**config.mk**
```make
export PLATFORM = sky130hd
export DESIGN_NAME = canonical_kmer_roller_flat
export DESIGN_NICKNAME = d
export VERILOG_FILES = /design/src/hdl/kmr_pkg.sv /design/src/hdl/kmr_sym_if.sv /design/src/hdl/kmr_res_if.sv /design/src/hdl/canonical_kmer_roller.sv /design/src/hdl/kmr_cfg.sv /design/src/hdl/kmr_window.sv /design/src/flat_wrapper.sv
export VERILOG_INCLUDE_DIRS = /design/src /design/src/hdl
export SDC_FILE = /design/constraint.sdc
export NUM_CORES = 1
export LEC_CHECK = 0
export BUFFER_PORTS_ARGS = -buffer_cell sky130_fd_sc_hd__buf_2
export CAP_MARGIN = 20
export CORE_UTILIZATION = 50
export DETAILED_ROUTE_END_ITERATION = 7
export GPL_TIMING_DRIVEN = 0
export MAX_ROUTING_LAYER = met4
export PLACE_DENSITY = 0.76
export SLEW_MARGIN = 10
export SYNTH_ARGS = -nofsm -noshare
export SYNTH_HDL_FRONTEND = slang
export SYNTH_SLANG_ARGS = --single-unit
```
**constraint.sdc**
```tcl
create_clock -name clk -period 7.6 [get_ports clk]
set_input_delay 0.76 -clock clk [delete_from_list [all_inputs] [get_ports clk]]
set_output_delay 0.76 -clock clk [all_outputs]
set_load 0.005 [all_outputs]
```
**src/hdl/canonical_kmer_roller_defines.svh**
```systemverilog
// ----------------------------------------------------------------------------
// Canonical k-mer roller assertion macros
// Shared concurrent assertion forms, clocked on clk and disabled in reset.
// ----------------------------------------------------------------------------
`ifndef CANONICAL_KMER_ROLLER_DEFINES_SVH
`define CANONICAL_KMER_ROLLER_DEFINES_SVH

// Property that must hold at every clock edge outside reset.
`define KMR_ASSERT(name, prop, msg) \
    name: assert property (@(posedge clk) disable iff (!rst_n) (prop)) else $error(msg);

// Consequent must hold at the same edge as the antecedent.
`define KMR_ASSERT_IMPLY(name, ante, cons, msg) \
    name: assert property (@(posedge clk) disable iff (!rst_n) (ante) |-> (cons)) \
        else $error(msg);

`endif

```
**src/hdl/kmr_pkg.sv**
```systemverilog
// ----------------------------------------------------------------------------
// Canonical k-mer roller package
// Widths, register map, reset values and shared types of the roller.
// ----------------------------------------------------------------------------
`default_nettype none

package kmr_pkg;

    localparam int MAX_K_DEF  = 64;
    localparam int SYM_W      = 3;
    localparam int LEN_W      = 7;
    localparam int WORD_W     = 64;
    localparam int APB_DATA_W = 32;
    localparam int APB_ADDR_W = 3;

    localparam logic [LEN_W-1:0] KMER_LEN_RST = 7'd31;
    localparam logic             KMER_LEN_IDX = 1'b0;

    typedef struct packed {
        logic [LEN_W-1:0] kmer_len;
        logic             clear;
    } kmr_cfg_t;

    typedef struct packed {
        logic              kmer_ready;
        logic              fwd_canonical;
        logic              prev_fwd_canonical;
        logic              prev_kmer_existed;
        logic [LEN_W-1:0]  fill_count;
        logic [1:0]        pushed_off;
        logic [WORD_W-1:0] canon_high;
        logic [WORD_W-1:0] canon_low;
        logic              bad_symbol;
    } kmr_result_t;

    // Clamps the programmed length to 1..lim.
    function automatic logic [LEN_W-1:0] kmr_eff_len(input logic [LEN_W-1:0] len,
                                                     input logic [LEN_W-1:0] lim);
        logic [LEN_W-1:0] k;
        if (len == '0)
        begin
            k = 7'd1;
        end
        else if (len > lim)
        begin
            k = lim;
        end
        else
        begin
            k = len;
        end
        return k;
    endfunction

endpackage

`default_nettype wire

```
**src/hdl/kmr_sym_if.sv**
```systemverilog
// ----------------------------------------------------------------------------
// Nucleotide input channel
// Valid/ready channel that carries one 3-bit symbol per beat.
// ----------------------------------------------------------------------------
`default_nettype none

interface kmr_sym_if;
    logic                        valid;
    logic                        ready;
    logic [kmr_pkg::SYM_W-1:0]   symbol;

    modport source (output valid, output symbol, input ready);
    modport sink   (input valid, input symbol, output ready);
endinterface

`default_nettype wire

```
**src/hdl/kmr_res_if.sv**
```systemverilog
// ----------------------------------------------------------------------------
// Canonical k-mer result channel
// Valid/ready channel that carries one canonical k-mer result per beat.
// ----------------------------------------------------------------------------
`default_nettype none

interface kmr_res_if;
    logic                         valid;
    logic                         ready;
    logic                         kmer_ready;
    logic                         fwd_canonical;
    logic                         prev_fwd_canonical;
    logic                         prev_kmer_existed;
    logic [kmr_pkg::LEN_W-1:0]    fill_count;
    logic [1:0]                   pushed_off;
    logic [kmr_pkg::WORD_W-1:0]   canon_high;
    logic [kmr_pkg::WORD_W-1:0]   canon_low;
    logic                         bad_symbol;

    modport source (output valid, output kmer_ready, output fwd_canonical,
                    output prev_fwd_canonical, output prev_kmer_existed,
                    output fill_count, output pushed_off, output canon_high,
                    output canon_low, output bad_symbol, input ready);
    modport sink   (input valid, input kmer_ready, input fwd_canonical,
                    input prev_fwd_canonical, input prev_kmer_existed,
                    input fill_count, input pushed_off, input canon_high,
                    input canon_low, input bad_symbol, output ready);
endinterface

`default_nettype wire

```
**src/hdl/canonical_kmer_roller.sv**
```systemverilog
// ----------------------------------------------------------------------------
// Canonical k-mer roller
// Rolling canonical k-mer over a stream of 2-bit nucleotide codes.
// ----------------------------------------------------------------------------
// Symbols arrive on sym_in, one 3-bit code per beat; codes 4 to 7 are
// invalid, clear the windows and produce a result marked bad_symbol.
// Each beat yields exactly one beat on res_out with the canonical k-mer,
// its flags, the fill count and the character that left the window.
// The k-mer length is set through the APB register at address 0 (only
// paddr[2] is decoded); a write clears the windows, counters and flags.
// Writes are to be made only while idle; the block does not enforce this.
// A symbol is held in an input register, then the window update and the
// 128-bit compare run combinationally into the result register, which
// offers it on res_out. While the receiver does not stall, one symbol is
// accepted every cycle and the window state feeds back combinationally.
// When the receiver stalls, the result register holds and the input
// register still takes one more symbol before sym_in.ready drops.
// Reset clears both valid flags and the windows and sets the length to 31.
// ----------------------------------------------------------------------------
`default_nettype none

`include "canonical_kmer_roller_defines.svh"

module canonical_kmer_roller
#(
    parameter int MAX_K = kmr_pkg::MAX_K_DEF
)
(
    input  wire logic                               clk,
    input  wire logic                               rst_n,
    input  wire logic                               psel,
    input  wire logic                               penable,
    input  wire logic                               pwrite,
    input  wire logic [kmr_pkg::APB_ADDR_W-1:0]     paddr,
    input  wire logic [kmr_pkg::APB_DATA_W-1:0]     pwdata,
    output logic      [kmr_pkg::APB_DATA_W-1:0]     prdata,
    output logic                                    pready,
    kmr_sym_if.sink                                 sym_in,
    kmr_res_if.source                               res_out
);

    kmr_pkg::kmr_cfg_t         cfg;
    kmr_pkg::kmr_result_t      result;
    kmr_pkg::kmr_result_t      out_res_reg;

    logic                      s1_valid_reg;
    logic                      s1_valid_next;
    logic [kmr_pkg::SYM_W-1:0] s1_sym_reg;
    logic                      out_valid_reg;
    logic                      out_valid_next;
    logic                      out_free;
    logic                      advance;
    logic                      in_take;

    kmr_cfg u_cfg
    (
        .clk     (clk),
        .rst_n   (rst_n),
        .psel    (psel),
        .penable (penable),
        .pwrite  (pwrite),
        .paddr   (paddr),
        .pwdata  (pwdata),
        .prdata  (prdata),
        .pready  (pready),
        .cfg     (cfg)
    );

    kmr_window #(.MAX_K(MAX_K)) u_window
    (
        .clk    (clk),
        .rst_n  (rst_n),
        .cfg    (cfg),
        .step   (advance),
        .symbol (s1_sym_reg),
        .result (result)
    );

    assign out_free     = !out_valid_reg || res_out.ready;
    assign advance      = s1_valid_reg && out_free;
    assign sym_in.ready = !s1_valid_reg || advance;
    assign in_take      = sym_in.valid && sym_in.ready;

    always_comb
    begin
        s1_valid_next  = in_take ? 1'b1 : (advance ? 1'b0 : s1_valid_reg);
        out_valid_next = advance ? 1'b1 : (res_out.ready ? 1'b0 : out_valid_reg);
    end

    always_ff @(posedge clk or negedge rst_n)
    begin
        if (!rst_n)
        begin
            s1_valid_reg  <= 1'b0;
            out_valid_reg <= 1'b0;
        end
        else
        begin
            s1_valid_reg  <= s1_valid_next;
            out_valid_reg <= out_valid_next;
        end
    end

    always_ff @(posedge clk)
    begin
        if (in_take)
        begin
            s1_sym_reg <= sym_in.symbol;
        end
        if (advance)
        begin
            out_res_reg <= result;
        end
    end

    assign res_out.valid              = out_valid_reg;
    assign res_out.kmer_ready         = out_res_reg.kmer_ready;
    assign res_out.fwd_canonical      = out_res_reg.fwd_canonical;
    assign res_out.prev_fwd_canonical = out_res_reg.prev_fwd_canonical;
    assign res_out.prev_kmer_existed  = out_res_reg.prev_kmer_existed;
    assign res_out.fill_count         = out_res_reg.fill_count;
    assign res_out.pushed_off         = out_res_reg.pushed_off;
    assign res_out.canon_high         = out_res_reg.canon_high;
    assign res_out.canon_low          = out_res_reg.canon_low;
    assign res_out.bad_symbol         = out_res_reg.bad_symbol;

    `KMR_ASSERT_IMPLY(a_full_stays_ready, res_out.valid && res_out.prev_kmer_existed, res_out.kmer_ready, "window reported as full before but not ready now")
    `KMR_ASSERT_IMPLY(a_bad_clears, res_out.valid && res_out.bad_symbol, res_out.fill_count == '0 && res_out.fwd_canonical && !res_out.kmer_ready, "bad symbol result not in reset form")
    `KMR_ASSERT(a_no_overrun, !(s1_valid_reg && !out_free && sym_in.ready), "input register overwritten while result stalled")

endmodule

`default_nettype wire

```
**src/hdl/kmr_cfg.sv**
```systemverilog
// ----------------------------------------------------------------------------
// Canonical k-mer roller configuration
// APB register file holding the k-mer length; a write also clears the windows.
// ----------------------------------------------------------------------------
`default_nettype none

module kmr_cfg
(
    input  wire logic                               clk,
    input  wire logic                               rst_n,
    input  wire logic                               psel,
    input  wire logic                               penable,
    input  wire logic                               pwrite,
    input  wire logic [kmr_pkg::APB_ADDR_W-1:0]     paddr,
    input  wire logic [kmr_pkg::APB_DATA_W-1:0]     pwdata,
    output logic      [kmr_pkg::APB_DATA_W-1:0]     prdata,
    output logic                                    pready,
    output kmr_pkg::kmr_cfg_t                       cfg
);

    logic [kmr_pkg::LEN_W-1:0] kmer_len_reg;
    logic [kmr_pkg::LEN_W-1:0] kmer_len_next;
    logic                      len_sel;
    logic                      len_write;

    assign len_sel   = (paddr[kmr_pkg::APB_ADDR_W-1] == kmr_pkg::KMER_LEN_IDX);
    assign len_write = psel && penable && pwrite && len_sel;
    assign pready    = 1'b1;

    always_comb
    begin
        kmer_len_next = kmer_len_reg;
        if (len_write)
        begin
            kmer_len_next = pwdata[kmr_pkg::LEN_W-1:0];
        end
    end

    always_ff @(posedge clk or negedge rst_n)
    begin
        if (!rst_n)
        begin
            kmer_len_reg <= kmr_pkg::KMER_LEN_RST;
        end
        else
        begin
            kmer_len_reg <= kmer_len_next;
        end
    end

    always_comb
    begin
        prdata = '0;
        if (len_sel)
        begin
            prdata = kmr_pkg::APB_DATA_W'(kmer_len_reg);
        end
    end

    assign cfg.kmer_len = kmer_len_reg;
    assign cfg.clear    = len_write;

endmodule

`default_nettype wire

```
**src/hdl/kmr_window.sv**
```systemverilog
// ----------------------------------------------------------------------------
// Canonical k-mer window
// Forward and reverse-complement windows with the one-step update and compare.
// ----------------------------------------------------------------------------
`default_nettype none

module kmr_window
#(
    parameter int MAX_K = kmr_pkg::MAX_K_DEF
)
(
    input  wire logic                          clk,
    input  wire logic                          rst_n,
    input  wire kmr_pkg::kmr_cfg_t             cfg,
    input  wire logic                          step,
    input  wire logic [kmr_pkg::SYM_W-1:0]     symbol,
    output kmr_pkg::kmr_result_t               result
);

    localparam int LimK    = (MAX_K < kmr_pkg::WORD_W) ? MAX_K : kmr_pkg::WORD_W;
    localparam int WinW    = 2 * LimK;
    localparam int CntW    = $clog2(LimK + 1);
    localparam int BitsW   = CntW + 1;
    localparam int CanonW  = 2 * kmr_pkg::WORD_W;

    logic [WinW-1:0]   fw_reg;
    logic [WinW-1:0]   fw_next;
    logic [WinW-1:0]   rc_reg;
    logic [WinW-1:0]   rc_next;
    logic [CntW-1:0]   count_reg;
    logic [CntW-1:0]   count_next;
    logic              canon_reg;
    logic              canon_next;
    logic              prev_canon_reg;
    logic              prev_full_reg;
    logic              prev_full_next;

    logic [kmr_pkg::LEN_W-1:0] k_eff;
    logic [CntW-1:0]   k;
    logic [BitsW-1:0]  bits;
    logic [BitsW-1:0]  top_pos;
    logic [BitsW-1:0]  fill_pos;
    logic [WinW-1:0]   mask;
    logic [1:0]        sym;
    logic [1:0]        comp;
    logic [1:0]        pushed;
    logic              bad;
    logic              was_full;
    logic [CanonW-1:0] canon_wide;

    assign k_eff    = kmr_pkg::kmr_eff_len(cfg.kmer_len, kmr_pkg::LEN_W'(LimK));
    assign k        = CntW'(k_eff);
    assign bits     = {k, 1'b0};
    assign top_pos  = bits - BitsW'(2);
    assign fill_pos = {count_reg, 1'b0};
    assign mask     = {WinW{1'b1}} >> (BitsW'(WinW) - bits);

    assign bad      = symbol[kmr_pkg::SYM_W-1];
    assign sym      = symbol[1:0];
    assign comp     = 2'd3 - sym;
    assign was_full = (count_reg == k);
    assign pushed   = 2'(fw_reg >> top_pos);

    always_comb
    begin
        fw_next = ((fw_reg << 2) | WinW'(sym)) & mask;
        if (was_full)
        begin
            rc_next = (rc_reg >> 2) | (WinW'(comp) << top_pos);
        end
        else
        begin
            rc_next = rc_reg | (WinW'(comp) << fill_pos);
        end
        canon_next     = (fw_next <= rc_next);
        count_next     = was_full ? count_reg : count_reg + CntW'(1);
        prev_full_next = prev_full_reg | was_full;
        canon_wide     = canon_next ? CanonW'(fw_next) : CanonW'(rc_next);
    end

    always_ff @(posedge clk or negedge rst_n)
    begin
        if (!rst_n)
        begin
            fw_reg         <= '0;
            rc_reg         <= '0;
            count_reg      <= '0;
            canon_reg      <= 1'b1;
            prev_canon_reg <= 1'b1;
            prev_full_reg  <= 1'b0;
        end
        else if (cfg.clear || (step && bad))
        begin
            fw_reg         <= '0;
            rc_reg         <= '0;
            count_reg      <= '0;
            canon_reg      <= 1'b1;
            prev_canon_reg <= 1'b1;
            prev_full_reg  <= 1'b0;
        end
        else if (step)
        begin
            fw_reg         <= fw_next;
            rc_reg         <= rc_next;
            count_reg      <= count_next;
            canon_reg      <= canon_next;
            prev_canon_reg <= canon_reg;
            prev_full_reg  <= prev_full_next;
        end
    end

    always_comb
    begin
        if (bad)
        begin
            result.kmer_ready         = 1'b0;
            result.fwd_canonical      = 1'b1;
            result.prev_fwd_canonical = 1'b1;
            result.prev_kmer_existed  = 1'b0;
            result.fill_count         = '0;
            result.pushed_off         = '0;
            result.canon_high         = '0;
            result.canon_low          = '0;
            result.bad_symbol         = 1'b1;
        end
        else
        begin
            result.kmer_ready         = (count_next == k);
            result.fwd_canonical      = canon_next;
            result.prev_fwd_canonical = canon_reg;
            result.prev_kmer_existed  = prev_full_next;
            result.fill_count         = kmr_pkg::LEN_W'(count_next);
            result.pushed_off         = pushed;
            result.canon_high         = canon_wide[CanonW-1:kmr_pkg::WORD_W];
            result.canon_low          = canon_wide[kmr_pkg::WORD_W-1:0];
            result.bad_symbol         = 1'b0;
        end
    end

endmodule

`default_nettype wire

```
**src/flat_wrapper.sv**
```systemverilog
// flat-port wrapper written by rule: the top's interface ports become plain ports
module canonical_kmer_roller_flat 
#(
    parameter int MAX_K = kmr_pkg::MAX_K_DEF
)
  (clk, rst_n, psel, penable, pwrite, paddr, pwdata, prdata, pready, sym_in_valid, sym_in_symbol, sym_in_ready, res_out_valid, res_out_kmer_ready, res_out_fwd_canonical, res_out_prev_fwd_canonical, res_out_prev_kmer_existed, res_out_fill_count, res_out_pushed_off, res_out_canon_high, res_out_canon_low, res_out_bad_symbol, res_out_ready);
  kmr_sym_if sym_in_i ();
  kmr_res_if res_out_i ();
  input  wire logic clk;
  input  wire logic rst_n;
  input  wire logic psel;
  input  wire logic penable;
  input  wire logic pwrite;
  input  wire logic [kmr_pkg::APB_ADDR_W-1:0] paddr;
  input  wire logic [kmr_pkg::APB_DATA_W-1:0] pwdata;
  output logic      [kmr_pkg::APB_DATA_W-1:0] prdata;
  output logic pready;
  input wire logic [$bits(sym_in_i.valid)-1:0] sym_in_valid;
  input wire logic [$bits(sym_in_i.symbol)-1:0] sym_in_symbol;
  output wire logic [$bits(sym_in_i.ready)-1:0] sym_in_ready;
  output wire logic [$bits(res_out_i.valid)-1:0] res_out_valid;
  output wire logic [$bits(res_out_i.kmer_ready)-1:0] res_out_kmer_ready;
  output wire logic [$bits(res_out_i.fwd_canonical)-1:0] res_out_fwd_canonical;
  output wire logic [$bits(res_out_i.prev_fwd_canonical)-1:0] res_out_prev_fwd_canonical;
  output wire logic [$bits(res_out_i.prev_kmer_existed)-1:0] res_out_prev_kmer_existed;
  output wire logic [$bits(res_out_i.fill_count)-1:0] res_out_fill_count;
  output wire logic [$bits(res_out_i.pushed_off)-1:0] res_out_pushed_off;
  output wire logic [$bits(res_out_i.canon_high)-1:0] res_out_canon_high;
  output wire logic [$bits(res_out_i.canon_low)-1:0] res_out_canon_low;
  output wire logic [$bits(res_out_i.bad_symbol)-1:0] res_out_bad_symbol;
  input wire logic [$bits(res_out_i.ready)-1:0] res_out_ready;
  assign sym_in_i.valid = sym_in_valid;
  assign sym_in_i.symbol = sym_in_symbol;
  assign sym_in_ready = sym_in_i.ready;
  assign res_out_valid = res_out_i.valid;
  assign res_out_kmer_ready = res_out_i.kmer_ready;
  assign res_out_fwd_canonical = res_out_i.fwd_canonical;
  assign res_out_prev_fwd_canonical = res_out_i.prev_fwd_canonical;
  assign res_out_prev_kmer_existed = res_out_i.prev_kmer_existed;
  assign res_out_fill_count = res_out_i.fill_count;
  assign res_out_pushed_off = res_out_i.pushed_off;
  assign res_out_canon_high = res_out_i.canon_high;
  assign res_out_canon_low = res_out_i.canon_low;
  assign res_out_bad_symbol = res_out_i.bad_symbol;
  assign res_out_i.ready = res_out_ready;
  canonical_kmer_roller #(.MAX_K(MAX_K)) u_core (.clk(clk), .rst_n(rst_n), .psel(psel), .penable(penable), .pwrite(pwrite), .paddr(paddr), .pwdata(pwdata), .prdata(prdata), .pready(pready), .sym_in(sym_in_i), .res_out(res_out_i));
endmodule
```
==> metrics.md <==
| Metric | Value |
|---|---|
| Hold Crit Class | `primary input to asynchronous set/reset pin` |
| Clock share of power | `28.6%` |
| Synth Area in Simple Gates | `15.3%` |
| ANT nets after route | `0` |
| Comb pwr share | `41.2%` |
| CP peak stage delay | `0.55 ns` |
| Slew headroom | `10.1%` |
| Initial Utilization | `50.6%` |
| Layout cells sized above 1 | `20.2%` |
| CP Capture Type | `register` |
| GRT Overall Usage | `39.5%` |
| CTS sink count | `419` |
| Complex-gate fraction of the synthesized area | `20.9%` |
| RSZ-0062 raised after global routing | `false` |
| Multiplexer share of the synthesized area | `8.42%` |
| Post-Place Worst Slack | `-0.911 ns` |
| Syn-to-layout area delta | `16.8%` |
| GRT overflow | `0` |
| IO Pins | `222` |
| Leak | `14.3 nW` |
| HPWL Detailed | `76400 µm` |
| Initial antenna violation count | `2` |
| Layout Cell Area excl Fill | `0.0310 mm²` |
| Nets | `3335` |
| Switching power | `3.74 mW` |
| Synth Warn # | `0` |
| # rows | `84` |
| Mean Syn Cell Area | `9.29 µm²` |
| WP data required | `7.96 ns` |
| Worst setup path class | `register to register` |
| Synth Flop Type | `dfrtp_1` |
| Flop pwr share | `30.2%` |
| Post-synth ARST share | `65.4%` |
| Slack of the critical path | `0.119 ns` |
| Final min period | `7.48 ns` |
| Post-synthesis sequential area ratio | `42.2%` |
| Detailed Routing Iterations Pass 1 | `8` |
| Worst-path cell chain | `buf_2 > nor3_4 > a21oi_4 > nor2_4 > clkbuf_4 > ha_1 > clkbuf_1 > nand2b_1 > nor3_4 > buf_4 > a311oi_1 > a21o_2 > ha_1 > a21oi_1 > o21ai_0 > a221oi_1 > o211ai_1 > a2111oi_4 > o22ai_1 > nor2_4 > buf_6 > buf_6 > mux2_2` |
| Peak supply drop | `0.190 mV` |
| Largest net degree at the start of global routing | `99` |
| Critical path's slowest cell | `clkbuf_1` |
| Xor and xnor area share after synthesis | `0.395%` |
| Pint | `5.14 mW` |
| Synth cell types | `89` |
| Clock Latency Late Sink | `0.62 ns` |
| Sw frac | `42.1%` |
| Total wire length | `104000 µm` |
| Clock transition at path regs | `0.06 ns` |
| Setup violations, final | `0` |
| Crit-path max FO | `10` |
| Vias in the first global route | `24279` |
| Routed vias/inst | `6.53` |
| Max clock buf depth | `3` |
| Max Clock Freq | `134 MHz` |
| Internal reg-to-reg setup slack | `0.12 ns` |
| Most frequent cells in the layout | `nand2_1, nor2_1, o21ai_0` |
| Via count | `25363` |
| Cts bufs inserted | `48` |
| Total power | `8.88 mW` |
| Cell Area, Synth | `0.0266 mm²` |
| Max cap viols | `0` |
| I/O Buffers | `168` |
| #FFs+latches synth | `419` |
| Cell count after synthesis | `2860` |
| Slew @ Worst Pin | `1.35 ns` |
| Root Buffer | `clkbuf_16` |
| Commonest non-fill, non-tap cell in the layout | `nand2_1` |
| Post-DP Area | `0.0289 mm²` |
| Largest family of logic cells by synthesized area | `compound AO/OA/AOI/OAI gates` |
| Startpoint Class | `register` |
| Die W | `233 µm` |
| Fin. Hold Viols | `0` |
| Violation count after the first detailed-route iteration | `3291` |
| CP arrival | `7.84 ns` |
| RePlAce Congestion | `1.05` |
| Post-synthesis adder-cell area fraction | `6.26%` |
| Status | `finished, final reports clean` |
| Die Y-Extent | `233 µm` |
| Fin crit share | `98.4%` |
| Hold-fix buffers, CTS | `0` |
| DR WL/cell | `26.9 µm` |
| CTS tree | `built` |
| Fin. max-slew vios | `0` |
| Placeable Area | `0.0526 mm²` |
| Post-synth EDFFs | `145` |
| DRC | `0` |
| H-tree depth | `2` |
| Setup Skew | `0.0260 ns` |
| First-pass GRT wire length | `153000 µm` |
| PwrDens | `286 mW/mm²` |
| Area of the die | `0.0541 mm²` |
[cell families (layout without fill, tap and decap cells)]
| kind of cell | after synthesis | after routing |
|---|---|---|
| buffers and inverters | 356 | 667 |
| flip-flops | 419 | 419 |
| other | 2 | 29 |
| AO/OA/AOI/OAI | 872 | 872 |
| AND/OR/NAND/NOR | 907 | 907 |
| multiplexers | 159 | 159 |
| adder cells (fa/ha/maj) | 133 | 133 |
| XOR/XNOR | 12 | 12 |
[layout make-up]
class,instances,area (µm²)
clock buffers,63,1350
diodes,3,7.51
multi-input cells,2109,14000
flip-flops and latches,419,11200
clock inverters,25,342
fillers,4565,21500
well taps,688,861
plain buffers,228,1240
repair buffers,224,1490
inverters,127,484
[path summary, 6_finish.rpt]
check | from | endpoint | cells past startpoint
setup / recovery | u_core.u_cfg.kmer_len_reg[3] | u_core.res_out.canon_high[44] | 23
min in group clk | sym_in_symbol[1] | u_core.s1_sym_reg[1] | 1
hold reg to reg | u_core.s1_sym_reg[2] | u_core.res_out.bad_symbol | 0
hold / removal | rst_n | u_core.u_window.fw_reg[114] | 1
max in group asynchronous | rst_n | u_core.u_window.fw_reg[44] | 3
setup reg to reg | u_core.u_cfg.kmer_len_reg[3] | u_core.res_out.canon_high[44] | 23
[layer usage]
layer | GRT usage, % | part of all wire [%]
met5 | - | 0
met4 | 24.8 | 7.5
met3 | 12.0 | 12
met2 | 57.1 | 43
met1 | 48.0 | 37
[worst max-delay path: cells and delay by family (launching register included)]
family / cells / cell delay [ns]
adders and majority gates: 2 / 0.40
buffers and inverters: 6 / 2.08
DFF: 1 / 0.36
muxes: 1 / 0.36
AOI/OAI and AO/OA: 9 / 2.16
and+or+nand+nor: 5 / 1.86
[stage by stage]
step                      hold WS (ns)  TNS [ns]  instances  utilization, %
final                            0.196         0       3886            59.1
after detailed placement         0.478   -105.46       3769            54.9
after floorplan                  0.441         0       2884               -
after global routing             0.268         0       3886            59.1
after CTS                        0.233         0       3867            58.6
after global placement           0.466   -142.84       3740            54.0
[timing repair]
item | CTS | global route
endpoints found under the setup margin | 130 | 130
resized for setup | 28 | 24
buffers inserted | 11 | 13
endpoints found under the hold margin | 0 | 0
pin swaps | 4 | 7
[power by group through the flow]
stage | clock network [mW] | logic (mW) | registers [mW]
3_3_place_gp | 0 | 3.13 | 2.72
3_5_place_dp | 0 | 3.29 | 2.71
6_report | 2.54 | 3.66 | 2.68
2_1_floorplan | 0 | 1.95 | 2.69
4_1_cts | 2.54 | 3.37 | 2.67
5_1_grt | 2.62 | 3.77 | 2.70
[cell usage after synthesis, types with 51 or more instances]
master      n  share of area [%]
edfxtp_1  145                 16
a311oi_1   80                2.6
o21ai_0   273                5.1
dfrtp_1   268                 25
ha_1      133                6.3
nand2_1   358                5.1
clkbuf_1  119                1.7
nor2_1    312                4.4
nand3_1    51               0.96
a21oi_1   205                3.9
inv_1     125                1.8
a21o_1    108                3.1
mux2_2     63                2.7
Note: power is estimated with default switching activity, not from simulation.
